### config.mk
export PLATFORM = sky130hd
export DESIGN_NAME = top_k_sorted_insert_table_flat
export DESIGN_NICKNAME = d
export VERILOG_FILES = /design/src/design/tkst_pkg.sv /design/src/design/tkst_stream_if.sv /design/src/design/top_k_sorted_insert_table.sv /design/src/flat_wrapper.sv
export SDC_FILE = /design/constraint.sdc
export NUM_CORES = 1
export LEC_CHECK = 0
export BUFFER_PORTS_ARGS = -buffer_cell sky130_fd_sc_hd__buf_2
export CAP_MARGIN = 5
export CORE_UTILIZATION = 56
export CTS_CLUSTER_DIAMETER = 100
export CTS_CLUSTER_SIZE = 24
export DETAILED_ROUTE_END_ITERATION = 6
export PLACE_DENSITY = 0.76
export SYNTH_ARGS = -nofsm -noshare
export SYNTH_HDL_FRONTEND = slang
export SYNTH_SLANG_ARGS = --single-unit
### constraint.sdc
create_clock -name clk_i -period 6.7 [get_ports clk_i]
set_clock_uncertainty 0.05 [all_clocks]
set_input_delay 0.67 -clock clk_i [delete_from_list [all_inputs] [get_ports clk_i]]
set_output_delay 0.67 -clock clk_i [all_outputs]
set_load 0.1 [all_outputs]
### src/design/tkst_pkg.sv
package tkst_pkg;

  // fixed field widths
  localparam int SCORE_W = 32;
  localparam int TAG_W   = 32;
  localparam int INDEX_W = 4;
  localparam int RANK_W  = 4;
  localparam int COUNT_W = 5;

  // operation codes
  localparam logic MODE_INSERT = 1'b0;
  localparam logic MODE_READ   = 1'b1;

  typedef struct packed {
    logic               mode;
    logic [SCORE_W-1:0] score;
    logic [TAG_W-1:0]   tag;
    logic [INDEX_W-1:0] index;
  } in_item_t;

  typedef struct packed {
    logic               accepted;
    logic [RANK_W-1:0]  rank;
    logic [COUNT_W-1:0] entry_count;
    logic               read_valid;
    logic [SCORE_W-1:0] read_score;
    logic [TAG_W-1:0]   read_tag;
  } out_item_t;

endpackage

### src/design/tkst_stream_if.sv
interface tkst_stream_if #(
  parameter type payload_t = logic
);
  logic     valid;
  logic     ready;
  payload_t data;

  modport source (output valid, output data, input ready);
  modport sink (input valid, input data, output ready);
endinterface

### src/design/top_k_sorted_insert_table.sv
// read: the entry comes through the registered read port; S_RD registers the result once the output is free
// insert: S_CMP shifts each lower-scored entry down one place, then S_PUT or the
//   stopping compare goes to S_OUT; a full table first checks its last entry in S_CHK
// a new transaction is taken only in S_IDLE, after the last result is registered and any
//   result stall has cleared; the single read port of the entry memory sets the pace
// reset clears the entry count and control state; memory contents are not cleared
module top_k_sorted_insert_table #(
  parameter int MAX_ENTRIES = 16,
  parameter int TAG_CHARS   = 4
) (
  input logic          clk_i,
  input logic          rst_ni,
  tkst_stream_if.sink   in_i,
  tkst_stream_if.source out_o
);
  import tkst_pkg::*;

  localparam int AW      = (MAX_ENTRIES > 1) ? $clog2(MAX_ENTRIES) : 1;
  localparam int CW      = $clog2(MAX_ENTRIES + 1);
  localparam int CMP_W   = (CW > INDEX_W) ? CW : INDEX_W;
  localparam int STORE_W = (TAG_CHARS >= 4) ? TAG_W : 8 * TAG_CHARS;
  localparam int ENT_W   = SCORE_W + STORE_W;

  // sequencer states
  localparam logic [2:0] S_IDLE = 3'd0;
  localparam logic [2:0] S_RD   = 3'd1;
  localparam logic [2:0] S_CHK  = 3'd2;
  localparam logic [2:0] S_CMP  = 3'd3;
  localparam logic [2:0] S_PUT  = 3'd4;
  localparam logic [2:0] S_OUT  = 3'd5;

  logic [2:0]         state_q, state_d;
  logic [CW-1:0]      count_q, count_d;
  logic [AW-1:0]      pos_q, pos_d;
  logic [SCORE_W-1:0] score_q, score_d;
  logic [STORE_W-1:0] tag_q, tag_d;
  logic               rd_ok_q, rd_ok_d;
  logic               acc_q, acc_d;
  logic               out_valid_q, out_valid_d;
  out_item_t          out_data_q, out_data_d;

  logic [ENT_W-1:0]   mem_q [MAX_ENTRIES];
  logic [ENT_W-1:0]   rd_data_q;
  logic               rd_en, wr_en;
  logic [AW-1:0]      rd_addr, wr_addr;
  logic [ENT_W-1:0]   wr_data;

  logic [SCORE_W-1:0] rd_score;
  logic [STORE_W-1:0] rd_tag;
  logic               out_free;
  in_item_t           in_item;

  assign in_item  = in_i.data;
  assign rd_score = rd_data_q[ENT_W-1 -: SCORE_W];
  assign rd_tag   = rd_data_q[STORE_W-1:0];
  assign out_free = !out_valid_q || out_o.ready;

  assign in_i.ready  = (state_q == S_IDLE);
  assign out_o.valid = out_valid_q;
  assign out_o.data  = out_data_q;

  // entry memory, one write and one registered read per cycle
  always_ff @(posedge clk_i) begin
    if (wr_en) begin
      mem_q[wr_addr] <= wr_data;
    end
    if (rd_en) begin
      rd_data_q <= mem_q[rd_addr];
    end
  end

  // insertion walk: read the entry above, move it down or drop the new pair in
  always_comb begin
    state_d     = state_q;
    count_d     = count_q;
    pos_d       = pos_q;
    score_d     = score_q;
    tag_d       = tag_q;
    rd_ok_d     = rd_ok_q;
    acc_d       = acc_q;
    out_valid_d = out_valid_q && !out_o.ready;
    out_data_d  = out_data_q;
    rd_en       = 1'b0;
    rd_addr     = '0;
    wr_en       = 1'b0;
    wr_addr     = pos_q;
    wr_data     = {score_q, tag_q};

    unique case (state_q)
      S_IDLE: begin
        if (in_i.valid) begin
          score_d = in_item.score;
          tag_d   = STORE_W'(in_item.tag);
          if (in_item.mode == MODE_READ) begin
            rd_ok_d = CMP_W'(in_item.index) < CMP_W'(count_q);
            rd_en   = 1'b1;
            rd_addr = AW'(in_item.index);
            state_d = S_RD;
          end else if (count_q == CW'(MAX_ENTRIES)) begin
            // full table: fetch the last entry for the reject check
            rd_en   = 1'b1;
            rd_addr = AW'(MAX_ENTRIES - 1);
            pos_d   = AW'(MAX_ENTRIES - 1);
            state_d = S_CHK;
          end else begin
            count_d = count_q + CW'(1);
            pos_d   = AW'(count_q);
            if (count_q == '0) begin
              state_d = S_PUT;
            end else begin
              rd_en   = 1'b1;
              rd_addr = AW'(count_q - CW'(1));
              state_d = S_CMP;
            end
          end
        end
      end
      S_RD: begin
        if (out_free) begin
          out_valid_d            = 1'b1;
          out_data_d.accepted    = 1'b0;
          out_data_d.rank        = '0;
          out_data_d.entry_count = COUNT_W'(count_q);
          out_data_d.read_valid  = rd_ok_q;
          out_data_d.read_score  = rd_ok_q ? rd_score : '0;
          out_data_d.read_tag    = rd_ok_q ? TAG_W'(rd_tag) : '0;
          state_d                = S_IDLE;
        end
      end
      S_CHK: begin
        if (score_q <= rd_score) begin
          acc_d   = 1'b0;
          state_d = S_OUT;
        end else if (pos_q == '0) begin
          state_d = S_PUT;
        end else begin
          rd_en   = 1'b1;
          rd_addr = pos_q - AW'(1);
          state_d = S_CMP;
        end
      end
      S_CMP: begin
        wr_en = 1'b1;
        if (score_q > rd_score) begin
          // shift the entry above down one place
          wr_data = rd_data_q;
          pos_d   = pos_q - AW'(1);
          if (pos_q == AW'(1)) begin
            state_d = S_PUT;
          end else begin
            rd_en   = 1'b1;
            rd_addr = pos_q - AW'(2);
          end
        end else begin
          acc_d   = 1'b1;
          state_d = S_OUT;
        end
      end
      S_PUT: begin
        wr_en   = 1'b1;
        wr_addr = '0;
        pos_d   = '0;
        acc_d   = 1'b1;
        state_d = S_OUT;
      end
      S_OUT: begin
        if (out_free) begin
          out_valid_d            = 1'b1;
          out_data_d.accepted    = acc_q;
          out_data_d.rank        = acc_q ? RANK_W'(pos_q) : '0;
          out_data_d.entry_count = COUNT_W'(count_q);
          out_data_d.read_valid  = 1'b0;
          out_data_d.read_score  = '0;
          out_data_d.read_tag    = '0;
          state_d                = S_IDLE;
        end
      end
      default: begin
        state_d = S_IDLE;
      end
    endcase
  end

  // control state
  always_ff @(posedge clk_i or negedge rst_ni) begin
    if (!rst_ni) begin
      state_q     <= S_IDLE;
      count_q     <= '0;
      out_valid_q <= 1'b0;
    end else begin
      state_q     <= state_d;
      count_q     <= count_d;
      out_valid_q <= out_valid_d;
    end
  end

  // payload registers
  always_ff @(posedge clk_i) begin
    pos_q      <= pos_d;
    score_q    <= score_d;
    tag_q      <= tag_d;
    rd_ok_q    <= rd_ok_d;
    acc_q      <= acc_d;
    out_data_q <= out_data_d;
  end

endmodule

### src/flat_wrapper.sv
// flat-port wrapper written by rule: the top's interface ports become plain ports
module top_k_sorted_insert_table_flat import tkst_pkg::*;
#(
  parameter int MAX_ENTRIES = 16,
  parameter int TAG_CHARS   = 4
)
  (clk_i, rst_ni, in_i_valid, in_i_data, in_i_ready, out_o_valid, out_o_data, out_o_ready);
  tkst_stream_if #(.payload_t(in_item_t)) in_i_i ();
  tkst_stream_if #(.payload_t(out_item_t)) out_o_i ();
  input logic clk_i;
  input logic rst_ni;
  input wire logic [$bits(in_i_i.valid)-1:0] in_i_valid;
  input wire logic [$bits(in_i_i.data)-1:0] in_i_data;
  output wire logic [$bits(in_i_i.ready)-1:0] in_i_ready;
  output wire logic [$bits(out_o_i.valid)-1:0] out_o_valid;
  output wire logic [$bits(out_o_i.data)-1:0] out_o_data;
  input wire logic [$bits(out_o_i.ready)-1:0] out_o_ready;
  assign in_i_i.valid = in_i_valid;
  assign in_i_i.data = in_i_data;
  assign in_i_ready = in_i_i.ready;
  assign out_o_valid = out_o_i.valid;
  assign out_o_data = out_o_i.data;
  assign out_o_i.ready = out_o_ready;
  top_k_sorted_insert_table #(.MAX_ENTRIES(MAX_ENTRIES), .TAG_CHARS(TAG_CHARS)) u_core (.clk_i(clk_i), .rst_ni(rst_ni), .in_i(in_i_i), .out_o(out_o_i));
endmodule
==> summary.txt, run 1 <==
status: complete, but fails checks
failing checks: DRC
critical path arrival: 5.56 ns
CP Max Fanout: 154
cells on worst reg2reg path: 11
Fin Setup TNS: 0 ns
Post-Layout Cell Count: 4420
I/O pin cnt: 150
Synth Flop Type: edfxtp_1
number of synthesized register bits: 1242
Worst Setup Slack, final: 1.49 ns
footprint of the multi-input gates: 10900 µm²
Root Buffer: clkbuf_16
Initial Util: 56.5%
Critical Path RT: 7.05 ns
placed cell area: 51200 µm²
Iter 0 DRT Violations: 3398
per-cell routed wire length: 26.4 µm
Pwr Total: 21.6 mW
hold crit path type: input port to flop
Leak Pwr: 18.7 nW
number of post-CTS setup repair buffers: 0
Nets: 3368
Routed WL: 117000 µm
most used cell, CP: a211oi_1
Max Buffers Root-to-Sink: 3
H-tree Lvls: 2
Buf/Inv on CP: 1
area share of the largest cell type after synthesis: 75.7%
Top delay family on crit path: simple AND/OR/NAND/NOR gates
crit end category: flop
total CTS buffers: 58
critical setup path kind: flop to flop
Peak Freq: 192 MHz
Max Cap Viol: 0
Slew Limit Fails: 0
Synth Warn #: 0
Storage cell area: 37300 µm²
Setup crit start: u_core.score_q[15]
number of global-route vias before repair: 26862
Final HPWL DP: 60700 µm
crit path to: u_core.rd_data_q[53]
slowest stage delay, CP: 0.80 ns
Seq/Total Area, Yosys: 76.2%
synth top area cells: edfxtp_1 (76%), mux2i_1 (3.9%), a211oi_1 (3.9%)
Async SR Flop Fraction: 0.725%
PostCTS Resize Cnt: 0
WHS: 0.124 ns
pin count of the biggest net entering global routing: 155
Post-synth EDFFs: 1233
number of antenna violations at the first check in global routing: 2
global-route wire length before repair: 171000 µm
worst-margin pin slew: 1.29 ns
Port Buffers: 149
minimum clock period: 5.21 ns
final setup fails: 0
worst reg-to-reg setup slack: 1.49 ns
final core utilization: 61.0%
Mapped Cells: 3159
CP max-delay cell: nor4_1
reg-to-reg critical path startpoint: u_core.score_q[15]
CTS clk-pin slew, worst paths: 0.10 ns
Antenna Diode Count: 0
Power Density: 409 nW/µm²
placer congestion estimate: 0.802
post-synth cell types: 50
dpl ws: 1.70 ns
post-route cell area: 52800 µm²
worst relative slew slack: 13.4%
DRC Markers: 1
die width: 298 µm
vias per inst: 6.38
Post-DRT Antenna Nets: 0
RSZ-0062 raised after global routing: false
fraction of layout cells with a size suffix above 1: 11.1%
Syn Area/Cell: 15.5 µm²
type of origin of the critical path: flop
Fin. Hold Viols: 0
CTS Hold Bufs: 1
CTS tree: built
cell row count: 108
Core Region: 86600 µm²
dpl cells: 4348
syn_nets: 3273
clk_lat worst skew: 0.67 ns
detailed-route via count: 28205
Total GRT Usage: 26.0%
Die H: 298 µm
die area: 88500 µm²
Layout area overhead: 7.97%
logic depth of the worst path, buffers included: 11
Max VDD drop: 0.389 mV
RR Endpoint: u_core.rd_data_q[53]
Clock Sink Count: 1242
Cell Chain, Critical Path: ha_1 > nand4_1 > nor4_1 > nand2_1 > and2_1 > a221o_4 > buf_12 > and2_0 > a211oi_1 > a211oi_1 > or4_1
First-pass DRT Iterations: 7
largest area contributor in the netlist: edfxtp_1
mapped cell area: 48900 µm²
Tcrit/Tclk final: 77.7%
Overflow after GRT: 0
# fillers: 6154
[cell families (layout without fill, tap and decap cells)]
kind of cell               count (synthesis)  after routing  synth area share [%]
DFF                                     1242           1242                  76.2
and+or+nand+nor                          842            842                  8.53
AOI/OAI and AO/OA                        558            558                  7.35
buffers and inverters                    244            350                  2.10
muxes                                    225            225                  4.69
adders and majority gates                 41             41                  1.05
xor gates and xnor gates                   7              7                 0.125
[synth_stat cells, drive strengths merged, types with 2 or more instances]
| cell | number |
|---|---|
| ha | 41 |
| clkbuf | 129 |
| edfxtp | 1233 |
| nand3b | 2 |
| nor2b | 3 |
| a211oi | 256 |
| o211ai | 2 |
| inv | 45 |
| or4 | 64 |
| xnor2 | 6 |
| and3 | 194 |
| mux2 | 33 |
| o31ai | 3 |
| dfrtp | 9 |
| a22oi | 2 |
| buf | 70 |
| or2 | 2 |
| a21o | 2 |
| a21oi | 158 |
| o22ai | 71 |
| nor2 | 31 |
| o21ai | 52 |
| nand3 | 5 |
| mux2i | 192 |
| nor4 | 2 |
| nor3 | 6 |
| and2 | 70 |
| nand2 | 443 |
| nand2b | 9 |
| a221oi | 3 |
| nand4 | 10 |
[state kept, by name, summed over array words and instances, names as in the netlist]
register	cells
u_core.rd_data_q	64
u_core.out_o.data	75
u_core.count_q	5
u_core.rd_ok_q	1
u_core.pos_q	4
u_core.score_q	32
u_core.tag_q	32
u_core.mem_q	1024
u_core.state_q	3
u_core.acc_q	1
u_core.out_o.valid	1
[per-layer routing]
| layer | GRT usage (%) | up-vias | share of wire [%] |
|---|---|---|---|
| li1 | - | 12273 | - |
| met2 | 41.6 | 1519 | 48 |
| met5 | 0 | - | 0 |
| met1 | 37.9 | 14229 | 40 |
| met3 | 3.64 | 184 | 9.7 |
| met4 | 6.38 | 0 | 2.1 |
[placed cells by master (no fill, tap or decap), types with 4 or more instances in the layout]
master        n
mux2i_1     192
a21oi_1     158
edfxtp_1   1233
nor2_4       16
nand2_1     441
nand2b_1      7
and2_0       19
nand3_1       4
o21ai_1       4
xnor2_1       6
buf_4        72
nor2_1       15
o21ai_0      47
ha_1         41
dfrtp_1       9
clkbuf_16    59
and2_1       51
inv_1        44
nor3_1        5
or4_1        64
nand4_1      10
a211oi_1    255
clkbuf_1      9
buf_2       149
and3_1      193
mux2_2       33
buf_12       12
o22ai_1      70
[power breakdown]
group	switching (mW)	internal, mW	leakage, nW	total (mW)
combinational	5.39	1.84	6.64	7.23
sequential	0.401	10.1	11.3	10.5
clock	2.27	1.60	0.757	3.88
[layout make-up]
| cell class | instances | area share, % |
|---|---|---|
| Multi-Input combinational cell | 1673 | 20.6 |
| Timing Repair Buffer | 234 | 2.91 |
| Clock inverter | 3 | 0.0782 |
| Clock buffer | 68 | 2.86 |
| Sequential cell | 1242 | 70.5 |
| Inverter | 45 | 0.322 |
| Tap cell | 1155 | 2.74 |
[worst min path at each step]
stage | from | slack [ns] | cells after the start | endpoint
final | in_i_data[59] | 0.12 | 1 | u_core.score_q[23]
after global placement | rst_ni | 0.50 | 1 | u_core.out_o.valid
after floorplan | rst_ni | 0.32 | 0 | u_core.count_q[0]
after global routing | in_i_data[58] | 0.10 | 1 | u_core.score_q[22]
after CTS | in_i_data[59] | 0.1 | 1 | u_core.score_q[23]
after detailed placement | rst_ni | 0.50 | 1 | u_core.out_o.valid
[worst reg2reg max path, stage by stage (launching register included)]
cell and delay (ns):
edfxtp_1 0.42, ha_1 0.34, nand4_1 0.18, nor4_1 0.80, nand2_1 0.20, and2_1 0.24
a221o_4 0.74, buf_12 0.43, and2_0 0.68, a211oi_1 0.22, a211oi_1 0.09, or4_1 0.55
Note: power is estimated with default switching activity, not from simulation.
==> run 2, diff against run 1 <==
--- a/config.mk
+++ b/config.mk
@@ -7,11 +7,11 @@
 export LEC_CHECK = 0
 export BUFFER_PORTS_ARGS = -buffer_cell sky130_fd_sc_hd__buf_2
 export CAP_MARGIN = 5
-export CORE_UTILIZATION = 56
+export CORE_UTILIZATION = 62
 export CTS_CLUSTER_DIAMETER = 100
 export CTS_CLUSTER_SIZE = 24
 export DETAILED_ROUTE_END_ITERATION = 6
-export PLACE_DENSITY = 0.76
+export PLACE_DENSITY = 0.79
 export SYNTH_ARGS = -nofsm -noshare
 export SYNTH_HDL_FRONTEND = slang
 export SYNTH_SLANG_ARGS = --single-unit
==> constraint.sdc (replaced) <==
create_clock -name clk_i -period 4.9 [get_ports clk_i]
set_clock_uncertainty 0.05 [all_clocks]
set_input_delay 0.49 -clock clk_i [delete_from_list [all_inputs] [get_ports clk_i]]
set_output_delay 0.49 -clock clk_i [all_outputs]
set_load 0.1 [all_outputs]
==> run 2 against run 1 <==
Sequential power grew 36%. Largest cell class unchanged. Critical endpoint is now u_core.rd_data_q[3]. Register-to-register slack worse by 1.3 ns. The run now ends clean. First-iteration DRC count rose by 14%. Wire length rose by 0.86%. Worst setup slack got worse by 1.3 ns. Critical path type unchanged. Global-route usage grew 3.6 points.
==> summary.txt, run 2 (synthesized netlist as in run 1, its figures left out) <==
status: finished clean
hold_sp: in_i_data[33]
final setup fails: 0
worst relative slew slack: 16.6%
post-route cell area: 53800 µm²
Max Buffers Root-to-Sink: 3
hold path endpoint: u_core.tag_q[29]
final core utilization: 69.2%
pin count of the biggest net entering global routing: 89
worst-margin pin slew: 1.25 ns
Final HPWL DP: 63700 µm
Pwr Total: 29.8 mW
Worst Hold Depth: 1
cell row count: 102
H-tree Lvls: 2
number of post-CTS setup repair buffers: 0
Die H: 283 µm
CTS tree: built
Antenna Diode Count: 0
Tcrit/Tclk final: 95.1%
fraction of layout cells with a size suffix above 1: 11.7%
type of origin of the critical path: flop
Critical Path RT: 5.25 ns
Power Density: 554 nW/µm²
DRC Markers: 0
global-route wire length before repair: 174000 µm
First-pass DRT Iterations: 6
vias per inst: 6.62
worst reg-to-reg setup slack: 0.24 ns
die width: 283 µm
clk_lat worst skew: 0.67 ns
placer congestion estimate: 0.866
minimum clock period: 4.66 ns
critical setup path kind: flop to flop
CP Max Fanout: 43
Routed WL: 118000 µm
per-cell routed wire length: 26.8 µm
Slew Limit Fails: 0
Total GRT Usage: 29.6%
Port Buffers: 149
Fin. Hold Viols: 0
RSZ-0062 raised after global routing: false
hold crit path type: input port to flop
Max VDD drop: 0.349 mV
total CTS buffers: 57
Core Region: 77700 µm²
commonest non-fill, non-tap cells in the layout: edfxtp_1 (1233), nand2_1 (441), a211oi_1 (255)
Root Buffer: clkbuf_16
Max Cap Viol: 0
Clock Sink Count: 1242
commonest non-fill, non-tap cell in the layout: edfxtp_1
Overflow after GRT: 0
critical path arrival: 5.01 ns
Initial Util: 62.9%
Layout area overhead: 9.98%
RR Endpoint: u_core.rd_data_q[3]
# fillers: 4821
detailed-route via count: 29110
Leak Pwr: 19.2 nW
I/O pin cnt: 150
die area: 80000 µm²
Post-DRT Antenna Nets: 0
Iter 0 DRT Violations: 3878
CTS clk-pin slew, worst paths: 0.09 ns
max reg flops: 1024
crit end category: flop
number of global-route vias before repair: 28632
reg-to-reg critical path startpoint: u_core.rd_data_q[47]
Peak Freq: 215 MHz
Nets: 3457
cells on worst reg2reg path: 12
number of antenna violations at the first check in global routing: 2
most flop-heavy register: u_core.mem_q
placed cell area: 51600 µm²
run 2: cell count changes in the layout (fill, tap and decap cells not counted), sizes merged:
| cell | change |
|---|---|
| clkinv | +2 |
| dlygate4sd3 | +61 |
| clkbuf | +1 |
| buf | +29 |
| inv | -2 |
| bufinv | +1 |
run 2: worst max-delay path by stage:
stage,to,slack (ns),start,cells after the start
finish,u_core.rd_data_q[3],0.24,u_core.rd_data_q[47],12
global route,u_core.rd_data_q[3],0.12,u_core.rd_data_q[47],12
CTS,u_core.rd_data_q[3],0.12,u_core.rd_data_q[47],12
detailed placement,u_core.rd_data_q[3],-0.16,u_core.rd_data_q[47],12
global placement,u_core.rd_data_q[58],-0.03,u_core.rd_data_q[47],12
floorplan,u_core.mem_q[0][0],0.19,u_core.state_q[2],5
run 2: routing by layer:
metal	track usage (%)	share of wire [%]	routed length (µm)
met5	0	0.048	56
met4	11.1	3.7	4390
met3	3.50	9.4	11100
met2	48.9	49	57200
met1	40.9	38	45100
run 2: final cells by class:
class / instances / area (µm²) / share of cell area, %
clock buffer: 69 / 1470 / 2.74
clock inverter: 4 / 71.3 / 0.133
inverter: 45 / 170 / 0.316
multi-input combinational: 1673 / 10900 / 20.2
sequential: 1242 / 37300 / 69.2
tap: 1040 / 1300 / 2.42
timing repair buffer: 324 / 2670 / 4.95
run 2: worst max-delay path: stages (launching register included):
cell,delay [ns]
edfxtp_1,0.40
inv_1,0.08
ha_1,0.31
nand4_1,0.34
nor4_4,0.60
nand2_1,0.17
and2_1,0.22
a221o_4,0.64
buf_4,0.37
and2_1,0.23
a211oi_1,0.31
a211oi_1,0.11
or4_1,0.55
run 2: repair_timing:
| action | in CTS | in global routing |
|---|---|---|
| gates resized for setup | 1 | 1 |
| setup endpoints to repair | 37 | 3 |
| endpoints found under the hold margin | 70 | 0 |
| hold buffers | 62 | 0 |
| pin swaps | 0 | 0 |
run 2: stage by stage:
step                      hold slack, ns  setup TNS (ns)  setup WS, ns  std cells
after floorplan                    0.144               0         0.193       3159
after global placement             0.298         -0.0292       -0.0264       4262
after detailed placement           0.301          -0.877        -0.161       4262
after CTS                        0.00232               0         0.121       4397
after global routing             0.00513               0         0.123       4397
final                             0.0261               0         0.239       4397
run 2: power by group:
part	switching [mW]	internal, mW
logic	7.46	2.82
registers	0.554	13.8
clock network	3.05	2.18
total	11.1	18.8
